## config.mk

```make
export PLATFORM = sky130hd
export DESIGN_NAME = sigmoid_cross_entropy_loss_top_flat
export DESIGN_NICKNAME = d
export VERILOG_FILES = /design/src/sce_pkg.sv /design/src/sce_in_if.sv /design/src/sce_out_if.sv /design/src/sigmoid_cross_entropy_loss_top.sv /design/src/sce_alu.sv /design/src/flat_wrapper.sv
export VERILOG_INCLUDE_DIRS = /design/src /design/src/src
export SDC_FILE = /design/constraint.sdc
export NUM_CORES = 1
export LEC_CHECK = 0
export BUFFER_PORTS_ARGS = -buffer_cell sky130_fd_sc_hd__buf_2
export CORE_MARGIN = 10
export CORE_UTILIZATION = 60
export DETAILED_ROUTE_END_ITERATION = 10
export PLACE_DENSITY_LB_ADDON = 0.15
export SYNTH_ARGS = -nofsm -noshare
export SYNTH_HDL_FRONTEND = slang
export SYNTH_SLANG_ARGS = --single-unit
export TNS_END_PERCENT = 30
```

## constraint.sdc

```tcl
create_clock -name clk_i -period 8.74 [get_ports clk_i]
set_input_delay 0.874 -clock clk_i [delete_from_list [all_inputs] [get_ports clk_i]]
set_output_delay 0.874 -clock clk_i [all_outputs]
set_load 0.02 [all_outputs]
```

## src/sigmoid_cross_entropy_loss_top_assert.svh

```systemverilog
// Assertion macros for the loss block. Clocked on clk_i, disabled in reset.
`ifndef SIGMOID_CROSS_ENTROPY_LOSS_TOP_ASSERT_SVH
`define SIGMOID_CROSS_ENTROPY_LOSS_TOP_ASSERT_SVH
`ifndef SYNTH
`define SCE_ASSERT(lbl, prop) \
  lbl: assert property (@(posedge clk_i) disable iff (!rst_ni) (prop)) \
    else $error("sce assertion failed");
`define SCE_ASSERT_NEXT(lbl, ante, cons) \
  lbl: assert property (@(posedge clk_i) disable iff (!rst_ni) (ante) |=> (cons)) \
    else $error("sce assertion failed");
`else
`define SCE_ASSERT(lbl, prop)
`define SCE_ASSERT_NEXT(lbl, ante, cons)
`endif
`endif

```

## src/sce_pkg.sv

```systemverilog
`default_nettype none
package sce_pkg;

  localparam int MaxRowLength = 4096;
  localparam int CountW       = $clog2(MaxRowLength + 1);
  localparam int CfgW         = 13;
  localparam int LogitW       = 16;
  localparam int LabelW       = 16;
  localparam int LossW        = 24;
  localparam int SumW         = 40;
  localparam int AluW         = SumW + 2;
  localparam int ElemW        = 28;
  localparam int XzW          = 26;
  localparam int SpW          = 16;
  localparam int RomSize      = 256;
  localparam int RomIdxW      = $clog2(RomSize);
  localparam int DivCntW      = $clog2(SumW);

  localparam logic signed [SumW-1:0] SumMax = {1'b0, {(SumW-1){1'b1}}};
  localparam logic signed [SumW-1:0] SumMin = {1'b1, {(SumW-1){1'b0}}};
  localparam logic [LossW-1:0]       LossMax = {LossW{1'b1}};

  localparam logic [63:0] Q30One  = 64'd1073741824;
  localparam logic [63:0] ExpStep = 64'd1008687096;

  typedef enum logic [2:0] {
    S_IDLE,
    S_ADD_SP,
    S_SUB_XZ,
    S_ACC,
    S_DIV,
    S_EMIT
  } sce_state_e;

  typedef struct packed {
    logic signed [AluW-1:0] a;
    logic signed [AluW-1:0] b;
    logic                   sub;
  } sce_alu_req_t;

  typedef logic [RomSize-1:0][SpW-1:0] sp_rom_t;

  // long division by shift and subtract, quotient known to fit qbits
  function automatic logic [63:0] udiv(logic [63:0] n, logic [63:0] d, int qbits);
    logic [63:0] r;
    logic [63:0] q;
    r = n;
    q = '0;
    for (int i = qbits - 1; i >= 0; i--) begin
      if (r >= (d << i)) begin
        r    = r - (d << i);
        q[i] = 1'b1;
      end
    end
    return q;
  endfunction

  // ln(1+exp(-i/16)) in Q.16 via 2*atanh(e/(2+e)), Q.30 internally
  function automatic sp_rom_t build_rom();
    sp_rom_t     rom;
    logic [63:0] e;
    logic [63:0] y;
    logic [63:0] y2;
    logic [63:0] pw;
    logic [63:0] acc;
    e = Q30One;
    for (int i = 0; i < RomSize; i++) begin
      y   = udiv(e << 30, (Q30One << 1) + e, 31);
      y2  = (y * y) >> 30;
      pw  = y;
      acc = '0;
      for (int k = 1; k <= 25; k += 2) begin
        acc = acc + udiv(pw, 64'(k), 31);
        pw  = (pw * y2) >> 30;
      end
      acc    = acc << 1;
      rom[i] = SpW'((acc + 64'd8192) >> 14);
      e      = (e * ExpStep + (Q30One >> 1)) >> 30;
    end
    return rom;
  endfunction

  localparam sp_rom_t SpRom = build_rom();

endpackage
`default_nettype wire

```

## src/sce_in_if.sv

```systemverilog
`default_nettype none
interface sce_in_if ();
  logic                                 valid;
  logic                                 ready;
  logic signed [sce_pkg::LogitW-1:0]    logit;
  logic        [sce_pkg::LabelW-1:0]    label;

  modport source (output valid, output logit, output label, input ready);
  modport sink   (input valid, input logit, input label, output ready);
endinterface
`default_nettype wire

```

## src/sce_out_if.sv

```systemverilog
`default_nettype none
interface sce_out_if ();
  logic                          valid;
  logic                          ready;
  logic [sce_pkg::LossW-1:0]     row_loss;

  modport source (output valid, output row_loss, input ready);
  modport sink   (input valid, input row_loss, output ready);
endinterface
`default_nettype wire

```

## src/sigmoid_cross_entropy_loss_top.sv

```systemverilog
// Sigmoid cross-entropy loss, averaged per row. Each request carries a Q8.8
// logit and a Q1.15 label; row_length requests form a row, and at its end one
// Q8.16 mean loss (truncated, saturated at all ones, zero for a negative sum)
// is sent. All arithmetic goes through one 42-bit adder under a sequencer:
// an element passes accept, add softplus, subtract x*z and accumulate, and
// the last element of a row then takes 40 restoring division steps on the
// same adder and a load of the output register, or only that load when the
// row sum is negative and the division is skipped. The output register
// lets the next row start while a result waits; a row that ends while the
// previous result is still held waits in its last step. The row length is
// sampled as written; 0 acts as 1 and values above 4096 act as 4096.
`default_nettype none
`include "sigmoid_cross_entropy_loss_top_assert.svh"
module sigmoid_cross_entropy_loss_top (
  input  wire logic                      clk_i,
  input  wire logic                      rst_ni,
  input  wire logic                      cfg_we_i,
  input  wire logic [sce_pkg::CfgW-1:0]  cfg_data_i,
  sce_in_if.sink                         in_i,
  sce_out_if.source                      out_o
);

  sce_pkg::sce_state_e state_q, state_d;

  logic [sce_pkg::CfgW-1:0]          row_len_q;
  logic [sce_pkg::CountW-1:0]        eff_len;
  logic [sce_pkg::CountW-1:0]        count_q, count_d;
  logic signed [sce_pkg::SumW-1:0]   sum_q, sum_d;
  logic [sce_pkg::CountW-1:0]        rem_q, rem_d;
  logic [sce_pkg::DivCntW-1:0]       div_cnt_q, div_cnt_d;
  logic                              out_valid_q, out_valid_d;
  logic [sce_pkg::LossW-1:0]         out_data_q, out_data_d;

  logic signed [sce_pkg::ElemW-1:0]  elem_q, elem_d;
  logic [sce_pkg::SpW-1:0]           sp_q, sp_d;
  logic signed [sce_pkg::XzW-1:0]    xz_q, xz_d;

  sce_pkg::sce_alu_req_t             alu_req;
  logic signed [sce_pkg::AluW-1:0]   alu_y;

  logic                              in_fire;
  logic                              emit_ok;
  logic signed [sce_pkg::LogitW-1:0] x;
  logic [sce_pkg::LogitW:0]          ax;
  logic signed [32:0]                prod;
  logic signed [sce_pkg::SumW-1:0]   sum_sat;
  logic [sce_pkg::CountW-1:0]        count_inc;
  logic                              row_end;
  logic [sce_pkg::CountW:0]          div_trial;

  sce_alu u_alu (
    .req_i (alu_req),
    .y_o   (alu_y)
  );

  always_comb begin
    if (row_len_q == '0) begin
      eff_len = sce_pkg::CountW'(1);
    end else if (32'(row_len_q) > sce_pkg::MaxRowLength) begin
      eff_len = sce_pkg::CountW'(sce_pkg::MaxRowLength);
    end else begin
      eff_len = sce_pkg::CountW'(row_len_q);
    end
  end

  assign in_fire = in_i.valid && in_i.ready;
  assign emit_ok = !out_valid_q || out_o.ready;

  // element terms, formed while the request is taken
  assign x    = in_i.logit;
  assign ax   = x[sce_pkg::LogitW-1] ? ((sce_pkg::LogitW+1)'(0) - {1'b1, x}) : {1'b0, x};
  assign prod = x * $signed({1'b0, in_i.label});

  always_comb begin
    elem_d = (!x[sce_pkg::LogitW-1] && (x != '0))
             ? sce_pkg::ElemW'($signed({x, 8'h00})) : '0;
    sp_d   = (ax[sce_pkg::LogitW:12] == '0) ? sce_pkg::SpRom[ax[11:4]] : '0;
    xz_d   = prod[32:7];
  end

  // accumulator saturation and row bookkeeping
  always_comb begin
    if (alu_y[sce_pkg::AluW-1:sce_pkg::SumW-1] == '0 ||
        alu_y[sce_pkg::AluW-1:sce_pkg::SumW-1] == '1) begin
      sum_sat = alu_y[sce_pkg::SumW-1:0];
    end else if (alu_y[sce_pkg::AluW-1]) begin
      sum_sat = sce_pkg::SumMin;
    end else begin
      sum_sat = sce_pkg::SumMax;
    end
    count_inc = count_q + sce_pkg::CountW'(1);
    row_end   = count_inc >= eff_len;
    div_trial = alu_y[sce_pkg::CountW:0];
  end

  // next state
  always_comb begin
    state_d = state_q;
    unique case (state_q)
      sce_pkg::S_IDLE:   if (in_fire) state_d = sce_pkg::S_ADD_SP;
      sce_pkg::S_ADD_SP: state_d = sce_pkg::S_SUB_XZ;
      sce_pkg::S_SUB_XZ: state_d = sce_pkg::S_ACC;
      sce_pkg::S_ACC: begin
        if (!row_end) begin
          state_d = sce_pkg::S_IDLE;
        end else if (sum_sat < 0) begin
          state_d = sce_pkg::S_EMIT;
        end else begin
          state_d = sce_pkg::S_DIV;
        end
      end
      sce_pkg::S_DIV:    if (32'(div_cnt_q) == sce_pkg::SumW - 1) state_d = sce_pkg::S_EMIT;
      sce_pkg::S_EMIT:   if (emit_ok) state_d = sce_pkg::S_IDLE;
      default:           state_d = sce_pkg::S_IDLE;
    endcase
  end

  // outputs and datapath control
  always_comb begin
    in_i.ready  = 1'b0;
    alu_req     = '0;
    count_d     = count_q;
    sum_d       = sum_q;
    rem_d       = rem_q;
    div_cnt_d   = div_cnt_q;
    out_valid_d = out_valid_q && !out_o.ready;
    out_data_d  = out_data_q;
    unique case (state_q)
      sce_pkg::S_IDLE: begin
        in_i.ready = 1'b1;
      end
      sce_pkg::S_ADD_SP: begin
        alu_req.a = sce_pkg::AluW'(elem_q);
        alu_req.b = sce_pkg::AluW'({1'b0, sp_q});
      end
      sce_pkg::S_SUB_XZ: begin
        alu_req.a   = sce_pkg::AluW'(elem_q);
        alu_req.b   = sce_pkg::AluW'(xz_q);
        alu_req.sub = 1'b1;
      end
      sce_pkg::S_ACC: begin
        alu_req.a = sce_pkg::AluW'(sum_q);
        alu_req.b = sce_pkg::AluW'(elem_q);
        if (!row_end) begin
          sum_d   = sum_sat;
          count_d = count_inc;
        end else begin
          count_d   = '0;
          rem_d     = '0;
          div_cnt_d = '0;
          sum_d     = (sum_sat < 0) ? '0 : sum_sat;
        end
      end
      sce_pkg::S_DIV: begin
        // restoring step: the dividend shifts out of sum_q, quotient bits shift in
        alu_req.a   = sce_pkg::AluW'({rem_q, sum_q[sce_pkg::SumW-1]});
        alu_req.b   = sce_pkg::AluW'(eff_len);
        alu_req.sub = 1'b1;
        if (!alu_y[sce_pkg::AluW-1]) begin
          rem_d = div_trial[sce_pkg::CountW-1:0];
          sum_d = {sum_q[sce_pkg::SumW-2:0], 1'b1};
        end else begin
          rem_d = {rem_q[sce_pkg::CountW-2:0], sum_q[sce_pkg::SumW-1]};
          sum_d = {sum_q[sce_pkg::SumW-2:0], 1'b0};
        end
        div_cnt_d = div_cnt_q + sce_pkg::DivCntW'(1);
      end
      sce_pkg::S_EMIT: begin
        if (emit_ok) begin
          out_valid_d = 1'b1;
          out_data_d  = (sum_q[sce_pkg::SumW-1:sce_pkg::LossW] != '0)
                        ? sce_pkg::LossMax : sum_q[sce_pkg::LossW-1:0];
          sum_d       = '0;
        end
      end
      default: begin
        in_i.ready = 1'b0;
      end
    endcase
  end

  always_ff @(posedge clk_i or negedge rst_ni) begin
    if (!rst_ni) begin
      state_q     <= sce_pkg::S_IDLE;
      row_len_q   <= sce_pkg::CfgW'(1);
      count_q     <= '0;
      sum_q       <= '0;
      rem_q       <= '0;
      div_cnt_q   <= '0;
      out_valid_q <= 1'b0;
    end else begin
      state_q     <= state_d;
      count_q     <= count_d;
      sum_q       <= sum_d;
      rem_q       <= rem_d;
      div_cnt_q   <= div_cnt_d;
      out_valid_q <= out_valid_d;
      if (cfg_we_i) row_len_q <= cfg_data_i;
    end
  end

  always_ff @(posedge clk_i) begin
    out_data_q <= out_data_d;
    if (in_fire) begin
      sp_q <= sp_d;
      xz_q <= xz_d;
    end
    unique case (state_q)
      sce_pkg::S_IDLE:   if (in_fire) elem_q <= elem_d;
      sce_pkg::S_ADD_SP: elem_q <= alu_y[sce_pkg::ElemW-1:0];
      sce_pkg::S_SUB_XZ: elem_q <= alu_y[sce_pkg::ElemW-1:0];
      default:           elem_q <= elem_q;
    endcase
  end

  assign out_o.valid    = out_valid_q;
  assign out_o.row_loss = out_data_q;

  `SCE_ASSERT_NEXT(a_accept_starts_work, in_fire, state_q == sce_pkg::S_ADD_SP)
  `SCE_ASSERT(a_count_below_len, (state_q != sce_pkg::S_ACC) || (count_q <= 13'(sce_pkg::MaxRowLength)))
  `SCE_ASSERT(a_rem_below_len, (state_q != sce_pkg::S_DIV) || (rem_q < eff_len))
  `SCE_ASSERT_NEXT(a_emit_loads_out, (state_q == sce_pkg::S_EMIT) && emit_ok, out_valid_q && (state_q == sce_pkg::S_IDLE))

endmodule
`default_nettype wire

```

## src/sce_alu.sv

```systemverilog
`default_nettype none
module sce_alu (
  input  sce_pkg::sce_alu_req_t             req_i,
  output logic signed [sce_pkg::AluW-1:0]   y_o
);

  assign y_o = req_i.sub ? (req_i.a - req_i.b) : (req_i.a + req_i.b);

endmodule
`default_nettype wire
```

## src/flat_wrapper.sv

```systemverilog
// flat-port wrapper written by rule: the top's interface ports become plain ports
module sigmoid_cross_entropy_loss_top_flat 
  (clk_i, rst_ni, cfg_we_i, cfg_data_i, in_i_valid, in_i_logit, in_i_label, in_i_ready, out_o_valid, out_o_row_loss, out_o_ready);
  sce_in_if in_i_i ();
  sce_out_if out_o_i ();
  input  wire logic clk_i;
  input  wire logic rst_ni;
  input  wire logic cfg_we_i;
  input  wire logic [sce_pkg::CfgW-1:0] cfg_data_i;
  input wire logic [$bits(in_i_i.valid)-1:0] in_i_valid;
  input wire logic [$bits(in_i_i.logit)-1:0] in_i_logit;
  input wire logic [$bits(in_i_i.label)-1:0] in_i_label;
  output wire logic [$bits(in_i_i.ready)-1:0] in_i_ready;
  output wire logic [$bits(out_o_i.valid)-1:0] out_o_valid;
  output wire logic [$bits(out_o_i.row_loss)-1:0] out_o_row_loss;
  input wire logic [$bits(out_o_i.ready)-1:0] out_o_ready;
  assign in_i_i.valid = in_i_valid;
  assign in_i_i.logit = in_i_logit;
  assign in_i_i.label = in_i_label;
  assign in_i_ready = in_i_i.ready;
  assign out_o_valid = out_o_i.valid;
  assign out_o_row_loss = out_o_i.row_loss;
  assign out_o_i.ready = out_o_ready;
  sigmoid_cross_entropy_loss_top u_core (.clk_i(clk_i), .rst_ni(rst_ni), .cfg_we_i(cfg_we_i), .cfg_data_i(cfg_data_i), .in_i(in_i_i), .out_o(out_o_i));
endmodule
```

# Word-level counts from Yosys, hierarchy flattened
# Memories as Yosys holds them, arrays and structs flattened. A register that Yosys moved wholly into a read port is not among the register bits.
# Index checks and enable logic that the tools add are counted.
totals:
  rom_bits: 4096
  memories: 1
  inputBits: 50
  word_cells: 87
  ramBits: 0
  ff_bits: 167
  out_inout_bits: 26
  latch_bits: 0
op_classes:
  n_bitwise: 0
  reduce_logical: 25
  multipliers: 1
  magnitude_cmp: 3
  n_div: 0
  n_addsub: 5
  shift: 0
  n_eq_ne: 11
  muxes: 31
memory_table:
  columns: ["memory", "depth", "word_bits", "read_ports", "rd_ports_with_merged_regs", "write_ports", "line", "source"]
  rows:
  - ["(no name shown)", 256, 16, 1, 1, 0, "sigmoid_cross_entropy_loss_top.sv:77", "sp_d = (ax[sce_pkg::LogitW:12] == '0) ? sce_pkg::SpRom[ax[11:4]] : '0;"]
ops:
  columns: ["operator", "n"]
  rows:
  - ["one-hot mux 84 bit (4 select lines)", 1]
  - ["two-way mux 40 bit", 5]
  - ["one-hot mux 40 bit (3 select lines)", 1]
  - ["two-way mux 13 bit", 5]
  - ["two-way mux 28 bit", 2]
  - ["one-hot mux 28 bit (2 select lines)", 1]
  - ["adder 42 bit", 1]
  - ["two-way mux 42 bit", 1]
  - ["subtractor 42 bit", 1]
  - ["less-than comparator 40 x 1 -> 1 bit (second input constant)", 1]
  - ["multiplier 16 x 17 -> 33 bit", 1]
  - ["nonzero test 16 bit", 2]
  - ["one-hot mux 13 bit (2 select lines)", 1]
  - ["one-hot mux 3 bit (6 select lines)", 1]
  - ["two-way mux 17 bit", 1]
  - ["subtractor 1 x 17 -> 17 bit (first input constant)", 1]
  - ["adder 13 x 1 -> 13 bit (second input constant)", 1]
  - ["greater-or-equal comparator 13 bit", 1]
  - ["> comparator 13 bit (second input constant)", 1]
  - ["zero test 13 bit", 1]
  - ["two-way mux 3 bit", 4]
  - ["one-hot mux 6 bit (2 select lines)", 1]
  - ["== test 3 bit (second input constant)", 3]
  - ["inequality test 2 x 1 -> 1 bit (second input constant)", 4]
  - ["16 further kinds", 34]

# Depth between registers and ports, before layout
# Gate-level depths: netlist of the first run.
depth:
  word_depth: 13
  depth_mapped: 26
  mapped_depth_nobuf: 22

# By module
# Synthesis of the first run repeated with hierarchy kept, for this count alone.
hier_totals:
  hier_cells: 2909
  area_unflattened_um2: 24180.7
by_module_without_submodules:
  columns: ["mod", "n_inst", "cells_per_inst", "area_per_inst_um2", "seq_area_each_um2"]
  rows:
  - ["sigmoid_cross_entropy_loss_top", 1, 2452, 21084.0, 5051.1]
  - ["sce_alu", 1, 457, 3096.7, 0.0]

# Worst setup path after synthesis of the first run
# Ideal clock, no wire load.
synth_path:
  kind: "input to register"
  start: "in in_i_logit[7]"
  end: "reg u_core.xz_q[22] in the netlist's numbering (data pin)"
  required_time_ns: 8.482
  slack_ns: 1.113
  setup_ns: 0.258
  stages: 26
  arrival_ns: 7.370
  path_buffers: 4
  cell_sequence: "clkbuf_1 -> buf_1 -> clkbuf_1 -> buf_1 -> nand2_1 -> fa_1 -> inv_1 -> fa_1 -> inv_1 -> fa_1 -> inv_1 -> fa_1 -> inv_1 -> fa_1 -> inv_1 -> fa_1 -> ha_1 -> nand3_1 -> o221ai_1 -> a221o_1 -> a41oi_1 -> o21ai_0 -> a31oi_1 -> o21ai_0 -> a21oi_1 -> xnor2_1"
synth_between:
  elab_chain_len: 1
synth_lines:
  columns: ["item", "line", "source"]
  rows:
  - ["start, declared", "flat_wrapper.sv:11", "input wire logic [$bits(in_i_i.logit)-1:0] in_i_logit;"]
  - ["multiplier 16 x 17 -> 33 bit", "sigmoid_cross_entropy_loss_top.sv:72", "assign prod = x * $signed({1'b0, in_i.label});"]
  - ["named net u_core.prod[29]", "sigmoid_cross_entropy_loss_top.sv:45", "logic signed [32:0] prod;"]
  - ["end signal, assigned", "sigmoid_cross_entropy_loss_top.sv:206", "xz_q <= xz_d;"]
  - ["end, declared", "sigmoid_cross_entropy_loss_top.sv:36", "logic signed [sce_pkg::XzW-1:0] xz_q, xz_d;"]
# The timed path passes the listed nets, and every way through them passes these cells.
# A chain may end at the register's enable or synchronous reset.

# Worst setup path in the final report of the first run
layout_path:
  start: "reg u_core.state_q[1]"
  end: "reg u_core.sum_q[17] in the netlist's numbering"
layout_between:
  elab_chain_len: 11
  elab_cells_between_ends: 23
  classes_between: "add/sub: 2; order compare: 1; eq/ne: 7; mux: 8; reduce/logical: 5"
layout_lines:
  columns: ["item", "line", "source"]
  rows:
  - ["start, declared", "sigmoid_cross_entropy_loss_top.sv:23", "sce_pkg::sce_state_e state_q, state_d;"]
  - ["start signal, assigned", "sigmoid_cross_entropy_loss_top.sv:184", "state_q <= sce_pkg::S_IDLE;"]
  - ["start signal, assigned", "sigmoid_cross_entropy_loss_top.sv:192", "state_q <= state_d;"]
  - ["== test 3 bit, or another cell as far along", "sigmoid_cross_entropy_loss_top.sv:128", "unique case (state_q)"]
  - ["one-hot mux 84 bit (4 select lines) / OR reduction 2 bit (equally long branches)", null, null]
  - ["adder 42 bit, or another cell as far along", "sce_alu.sv:7", "assign y_o = req_i.sub ? (req_i.a - req_i.b) : (req_i.a + req_i.b);"]
  - ["two-way mux 42 bit", "sce_alu.sv:7", null]
  - ["== test 3 bit / zero test 3 bit (equally long branches)", "sigmoid_cross_entropy_loss_top.sv:84, sigmoid_cross_entropy_loss_top.sv:83", null]
  - ["logical OR 1 bit", "sigmoid_cross_entropy_loss_top.sv:83", "if (alu_y[sce_pkg::AluW-1:sce_pkg::SumW-1] == '0 ||"]
  - ["two-way mux 40 bit", "sigmoid_cross_entropy_loss_top.sv:83", null]
  - ["less-than comparator 40 x 1 -> 1 bit", "sigmoid_cross_entropy_loss_top.sv:151", "sum_d = (sum_sat < 0) ? '0 : sum_sat;"]
  - ["two-way mux 40 bit", "sigmoid_cross_entropy_loss_top.sv:151", null]
  - ["two-way mux 40 bit", "sigmoid_cross_entropy_loss_top.sv:144", "if (!row_end) begin"]
  - ["one-hot mux 40 bit (3 select lines)", "sigmoid_cross_entropy_loss_top.sv:128", null]
  - ["end signal, assigned", "sigmoid_cross_entropy_loss_top.sv:194", "sum_q <= sum_d;"]
  - ["end, declared", "sigmoid_cross_entropy_loss_top.sv:28", "logic signed [sce_pkg::SumW-1:0] sum_q, sum_d;"]
# Parallel ways exist; a longest one is shown, timed or not.

==> qor.yml, run 1 <==
slowest_delay_ps: 800
io_buffers: 75
cts_tree: "done"
arrival_ps: 7700
synth_top_family_by_area: "adder cells"
fp.dieArea_um2: 48170
clock-root-buffer: "clkbuf_16"
ant_nets: 0
grt_overflow_total: 0
wirelength_um: 70880
post-cts-setup-buffer-count: 0
num_rows: 73
die_h_um: 219.5
startpoint_type: "register"
yosys_warnings: 0
setup_tns_ps: 0
period_needed_ps: 7383
slowest_stage: "dfrtp_2"
synth_fa_ha_area_share_pct: 26.52
slew_headroom_pct: 29.12
final_core_util_pct: 63.50
yosysSeqAreaShare_pct: 21.15
fin_skew_ps: 18.61
synthMuxAreaShare_pct: 2.835
syn-cell-area_um2: 23880
finalCritPeriodShare_pct: 84.47
synthCells: 2773
clock-sinks: 183
path_max_fanout: 37
status: "finished clean"
reg2regPathDepth: 22
p_seq_share_pct: 16.8
first_iter_violations: 2252
pin_count: 76
worstMarginPinSlew_ps: 1063
end_kind: "register"
path_clk_slew_ps: 80
crit_type: "reg2reg"
async_reset_ff_share_pct: 48.63
crit_top_cell: "buf_4"
syn_area_per_cell_um2: 8.610
fmaxAchievable_ghz: 0.1354
clkPwrFrac_pct: 7.1
synth_nets: 3211
netSwitchingFraction_pct: 52.20
synth_flop_cell: "edfxtp_1"
setup_violations: 0
grt_pass1_wl_um: 114400
layout-drive-gt1-share_pct: 8.925
rsz0062_at_grt: "no"
use_met3_pct: 4.607
p_switching_mw: 5.789
crit_start: "u_core.state_q[1]$_DFFE_PN0P_"
die_w_um: 219.5
n_fill_cell: 3347
drv_slew: 0
ff2ff_setup_slack_ps: 1360
hpwlAfterDp_um: 52940
met2_usage_pct: 47.01
r2r-end: "u_core.sum_q[17]$_DFFE_PN0P_"
synthXorXnorAreaFrac_pct: 4.056
crit_required_ps: 9050
cts_hold_buf: 0
ir_worst_vdd_mv: 0.2654
crit_path_end: "u_core.sum_q[17]$_DFFE_PN0P_"
ctsHtreeMaxLevel: 4
firstDrtPassIters: 6
hp-class: "in2async"
r2r_start: "u_core.state_q[1]$_DFFE_PN0P_"
via_per_inst: 6.450
use_met1_pct: 40.52
diodes: 0
area_delta_synth_final_pct: 5.188
fp.coreArea_um2: 39550
fin_nets: 3159
top_usage_layer: "met2"
grt_pass1_vias: 21081
wl_per_cell_um: 21.75
synth_compound_area_share_pct: 20.29
power.density_nw_per_um2: 441.6
leakage_nw: 11.20
ys_ff_latch: 183
clk_path_buf_depth: 2
crit_chain: "buf_4, nor4b_2, a21oi_1, ha_1, nor2b_1, o2111ai_1, buf_4, or3_1, nor3_2, nand3_1, a21oi_1, ha_1, a21o_1, o41ai_1, nand3_1, o2bb2ai_1, o21ai_0, xnor2_2, buf_4, a2bb2oi_2, buf_4, o211ai_1"
power.internal_mw: 5.302
final_hold_viol_count: 0
cts-resized-gates: 0
p_total_mw: 11.09
drc: 0
initial_core_util_pct: 60.37
synth_edf_count: 94
clk_latency_ps: 470
comb_power_share_pct: 76.1
drv_cap: 0
synthSimpleGateAreaFrac_pct: 17.59
cts_buffers: 17
grt_max_degree: 68
antenna_found_initial: 1
synth.distinct_cells: 93
gp_congestion: 0.9751
vias: 21019
grt_usage_pct: 29.56
-- power groups by stage --
stage | sequential (mW) | clock (mW) | combinational, mW
after floorplan | 1.69 | 0 | 6.40
after global placement | 1.86 | 0 | 8.04
after detailed placement | 1.86 | 0 | 8.23
after CTS | 1.85 | 0.799 | 8.29
after global routing | 1.89 | 0.829 | 9.37
final | 1.87 | 0.788 | 8.44
-- kinds of logic after synthesis --
logic type,after synthesis
AOI/OAI and AO/OA,722
adders and majority gates,390
and+or+nand+nor,858
DFF,183
xor gates and xnor gates,108
buffers and inverters,451
muxes,61
-- cells in the final DEF, fill, tap and decap left out, drive strengths merged, types with 17 or more instances in the layout --
cell type,netlist,final
o211ai,61,61
a211oi,26,26
a311oi,18,18
a31oi,22,22
clkbuf,138,17
and2,102,102
a22oi,48,48
o21ai,138,138
nor3,45,45
nor2,160,160
ha,194,194
buf,50,117
nor2b,20,20
a22o,25,25
edfxtp,94,94
inv,260,267
nand3,49,49
mux2,27,27
a21oi,176,176
mux2i,33,33
dfrtp,88,88
xnor2,66,66
xor2,42,42
nand2b,44,44
a21o,46,46
nand4,19,19
fa,194,194
nand2,312,312
or2,28,28
-- worst max-delay path, delay by kind of cell, from the launching register on --
family	cells	cell delay [ps]
buf+inv	4	1230
fa+ha+maj	2	550
simple gates	6	1680
flops	1	800
compound gates	9	2710
xor+xnor	1	210
-- worst min path at each step --
stage                                         startpoint                              to  slack, ps  cells after the start
final                                             rst_ni  u_core.count_q[12]$_DFFE_PN0N_        350                      1
after global placement    u_core.count_q[12]$_DFFE_PN0N_  u_core.count_q[12]$_DFFE_PN0N_        480                      2
after CTS                                         rst_ni  u_core.count_q[12]$_DFFE_PN0N_        350                      1
after floorplan             u_core.rem_q[12]$_DFFE_PN0P_    u_core.rem_q[12]$_DFFE_PN0P_        460                      1
after global routing                              rst_ni  u_core.count_q[12]$_DFFE_PN0N_        370                      1
after detailed placement     u_core.rem_q[5]$_DFFE_PN0P_     u_core.rem_q[5]$_DFFE_PN0P_        490                      1
-- sequential cells by signal (all words and copies together) (netlist names) --
signal	flops
u_core.sp_q	16
u_core.out_o.valid	1
u_core.xz_q	26
u_core.count_q	13
u_core.row_len_q	13
u_core.elem_q	28
u_core.out_o.row_loss	24
u_core.div_cnt_q	6
u_core.state_q	3
u_core.rem_q	13
u_core.sum_q	40
-- Yosys cell counts (16+ instances only) --
cell type / count / area (um2)
a22oi_1: 48 / 360.4
a311oi_1: 18 / 157.7
nor3_1: 44 / 220.2
nand2_1: 312 / 1171
or2_2: 27 / 168.9
and3_1: 16 / 100.1
nand4_1: 18 / 112.6
dfrtp_1: 88 / 2202
mux2_2: 24 / 270.3
a21oi_1: 176 / 880.8
nand2b_1: 44 / 275.3
a211oi_1: 25 / 187.7
edfxtp_1: 94 / 2823
and2_1: 102 / 638.1
clkbuf_1: 138 / 518.0
o21a_1: 16 / 120.1
mux2i_1: 32 / 320.3
nor2b_1: 20 / 125.1
o21ai_0: 133 / 665.6
buf_2: 21 / 105.1
o211ai_1: 61 / 457.9
a21o_1: 46 / 345.3
xor2_1: 40 / 350.3
ha_1: 194 / 2427
nor2_1: 159 / 596.8
a31oi_1: 22 / 137.6
nand3_1: 48 / 240.2
a22o_1: 25 / 219.0
o22ai_1: 16 / 100.1
fa_1: 194 / 3884
xnor2_1: 65 / 569.3
inv_1: 258 / 968.4
-- metrics by stage --
| step | worst slack (ps) | area (um2) | std cells | hold slack, ps |
|---|---|---|---|---|
| final | 1357 | 25120 | 3259 | 345.6 |
| after global routing | 1005 | 25120 | 3259 | 370.4 |
| after CTS | 1567 | 25120 | 3259 | 347.6 |
| after detailed placement | 1333 | 24530 | 3227 | 491.0 |
| after global placement | 1453 | 24530 | 3227 | 484.4 |
| after floorplan | 1113 | 23880 | 2773 | 456.0 |
-- per-layer routing --
metal	share of wire, %	vias to the layer above
met5	0.017	-
met4	2.7	2
met3	7.9	138
met2	46	987
met1	43	10283
li1	-	9609
-- final cells by class --
cell class	instances	area (um2)	share of cell area, %
timing repair buffer	117	705.7	2.810
multi-input combinational	2139	17130	68.19
clock buffer	17	425.4	1.694
clock inverter	15	161.4	0.6427
inverter	263	987.2	3.931
sequential	183	5054	20.12
tap	525	656.9	2.615
Note: power is estimated with default switching activity, not from simulation.
==> run 2: changes to the inputs <==
==> constraint.sdc (replaced) <==
create_clock -name clk_i -period 7.7 [get_ports clk_i]
set_input_delay 0.77 -clock clk_i [delete_from_list [all_inputs] [get_ports clk_i]]
set_output_delay 0.77 -clock clk_i [all_outputs]
set_load 0.02 [all_outputs]
==> run 2 against run 1 <==
Net effect: worst setup slack got worse by 570 ps; fmax increased by 6.8%; via count decreased by 0.14%; cell count increased by 0.31%.
==> qor.yml, run 2 (same netlist as run 1, synthesis figures left out) <==
status: "finished clean"  # unchanged
netSwitchingFraction_pct: 51.81  # was 52.20%
path_max_fanout: 38  # was 37
period_needed_ps: 6913  # was 7383 ps
vias: 20989  # was 21,019
wirelength_um: 70170  # was 70,880 um
cts_buffers: 17  # unchanged
setup_tns_ps: 0  # unchanged
crit_type: "reg2reg"  # unchanged
clk_latency_ps: 470  # about the same
p_total_mw: 12.42  # was 11.09 mW
fin_nets: 3169  # was 3,159
path_clk_slew_ps: 70  # was 80 ps
grt_usage_pct: 29.44  # was 29.56%
fin_skew_ps: 17.24  # was 18.61 ps
fp.dieArea_um2: 48170  # unchanged
die_h_um: 219.5  # unchanged
drv_slew: 0  # unchanged
largest_reg_flops: 40  # unchanged
layout-drive-gt1-share_pct: 9.147  # was 8.925%
leakage_nw: 11.24  # was 11.20 nW
via_per_inst: 6.421  # was 6.450
hp-class: "in2async"  # unchanged
hpwlAfterDp_um: 52910  # was 52,940 um
final_cell_mix: "312 x nand2_1, 258 x inv_1, 194 x fa_1, 194 x ha_1, 176 x a21oi_1"  # unchanged
cp_top_family: "compound AO/OA/AOI/OAI gates"  # unchanged
ir_worst_vdd_mv: 0.3019  # was 0.2654 mV
crit_buf_inv: 4  # unchanged
antenna_found_initial: 1  # unchanged
die_w_um: 219.5  # unchanged
drc: 0  # unchanged
final_hold_viol_count: 0  # unchanged
power.density_nw_per_um2: 493.5  # was 441.6 nW/um2
clkPwrFrac_pct: 6.8  # was 7.1%
wl_per_cell_um: 21.47  # was 21.75 um
slew_headroom_pct: 17.45  # was 29.12%
first_iter_violations: 2331  # was 2,252
ctsHtreeMaxLevel: 4  # unchanged
post-cts-setup-buffer-count: 0  # unchanged
num_rows: 73  # unchanged
ff2ff_setup_slack_ps: 790  # was 1360 ps
gp_congestion: 0.9687  # was 0.9751
p_switching_mw: 6.434  # was 5.789 mW
pin_count: 76  # unchanged
cts_tree: "done"  # unchanged
crit_chain: "buf_4, mux2_4, a22oi_1, o22ai_1, nand4bb_1, or3_1, nor3_2, buf_4, nand3_1, a21oi_1, ha_1, a21o_1, o41ai_1, nand3_1, o2bb2ai_1, o21ai_0, xnor2_2, buf_4, a2bb2oi_2, buf_4, o211ai_1"  # was buf_4, nor4b_2, a21oi_1, ha_1, nor2b_1, o2111ai_1, buf_4, or3_1, nor3_2, nand3_1, a21oi_1, ha_1, a21o_1, o41ai_1, nand3_1, o2bb2ai_1, o21ai_0, xnor2_2, buf_4, a2bb2oi_2, buf_4, o211ai_1
finalCritPeriodShare_pct: 89.79  # was 84.47%
clk_path_buf_depth: 2  # unchanged
grt_pass1_vias: 20868  # was 21,081
ant_nets: 0  # unchanged
end_kind: "register"  # unchanged
slowest_stage: "dfrtp_2"  # unchanged
fmaxAchievable_ghz: 0.1446  # was 0.1354 GHz
p_seq_share_pct: 16.6  # was 16.8%
dpl_worst_slack_ps: 492.5  # was 1333 ps
arrival_ps: 7240  # was 7700 ps
area_delta_synth_final_pct: 5.398  # was 5.188%
setup_violations: 0  # unchanged
crit_top_cell: "buf_4"  # unchanged
n_fill_cell: 3416  # was 3,347
cts_hold_buf: 0  # unchanged
firstDrtPassIters: 6  # unchanged
worstMarginPinSlew_ps: 1231  # was 1063 ps
grt_overflow_total: 0  # unchanged
grt_pass1_wl_um: 114000  # was 114,400 um
finalWorstSetupSlack_ps: 786.5  # was 1357 ps
grt_max_degree: 82  # was 68
power.internal_mw: 5.986  # was 5.302 mW
comb_power_share_pct: 76.5  # was 76.1%
slowest_delay_ps: 630  # was 800 ps
largest_register: "u_core.sum_q"  # unchanged
clock-sinks: 183  # unchanged
cts-resized-gates: 0  # unchanged
fp.coreArea_um2: 39550  # unchanged
io_buffers: 75  # unchanged
top_regs: "u_core.sum_q: 40 flops, u_core.elem_q: 28 flops, u_core.xz_q: 26 flops"  # unchanged
diodes: 0  # unchanged
clock-root-buffer: "clkbuf_16"  # unchanged
drv_cap: 0  # unchanged
rsz0062_at_grt: "no"  # unchanged
startpoint_type: "register"  # unchanged
final_common_cell: "nand2_1"  # unchanged
initial_core_util_pct: 60.37  # unchanged
crit_required_ps: 8030  # was 9050 ps
==> run 2: final timing paths <==
path                                                     start                             end  cells after the start
worst min register to register  u_core.count_q[12]$_DFFE_PN0N_  u_core.count_q[12]$_DFFE_PN0N_                      2
min in group clk_i              u_core.count_q[12]$_DFFE_PN0N_  u_core.count_q[12]$_DFFE_PN0N_                      2
worst min-delay path                                    rst_ni   u_core.count_q[5]$_DFFE_PN0N_                      1
worst max register to register   u_core.state_q[1]$_DFFE_PN0P_     u_core.sum_q[4]$_DFFE_PN0P_                     21
worst max-delay path             u_core.state_q[1]$_DFFE_PN0P_     u_core.sum_q[4]$_DFFE_PN0P_                     21
max in group asynchronous                               rst_ni   u_core.state_q[1]$_DFFE_PN0P_                      2
==> run 2: power groups by stage <==
stage               registers, mW  clock network [mW]  logic, mW
floorplan                    1.92                   0       7.26
global placement             2.06                   0       9.09
detailed placement           2.06                   0       9.34
CTS                          2.05               0.852       9.39
global route                 2.09               0.897       10.6
finish                       2.07               0.848       9.51
==> run 2: stage by stage <==
stage / cell area, um2 / cells / utilization, % / hold WS, ps
after floorplan: 23880 / 2773 / - / 456.0
after global placement: 24620 / 3237 / 62.24 / 487.4
after detailed placement: 24620 / 3237 / 62.24 / 490.7
after CTS: 25170 / 3269 / 63.63 / 205.4
after global routing: 25170 / 3269 / 63.63 / 220.7
final: 25170 / 3269 / 63.63 / 202.5
==> run 2: routing by layer <==
layer | wire [um] | GRT usage (%) | share of wire [%] | up-vias
li1 | - | - | - | 9610
met2 | 32290 | 46.47 | 46 | 972
met5 | 17 | 0 | 0.024 | -
met1 | 30250 | 41.10 | 43 | 10278
met3 | 5778 | 4.100 | 8.2 | 127
met4 | 1839 | 9.515 | 2.6 | 2
==> run 2: cell type report <==
class	instances	area [um2]	share of cell area, %
Sequential cell	183	5054	20.08
Tap cell	525	656.9	2.610
Multi-Input combinational cell	2139	17130	68.05
Timing Repair Buffer	127	793.3	3.152
Clock buffer	24	485.5	1.929
Inverter	263	987.2	3.923
Clock inverter	8	63.81	0.2536
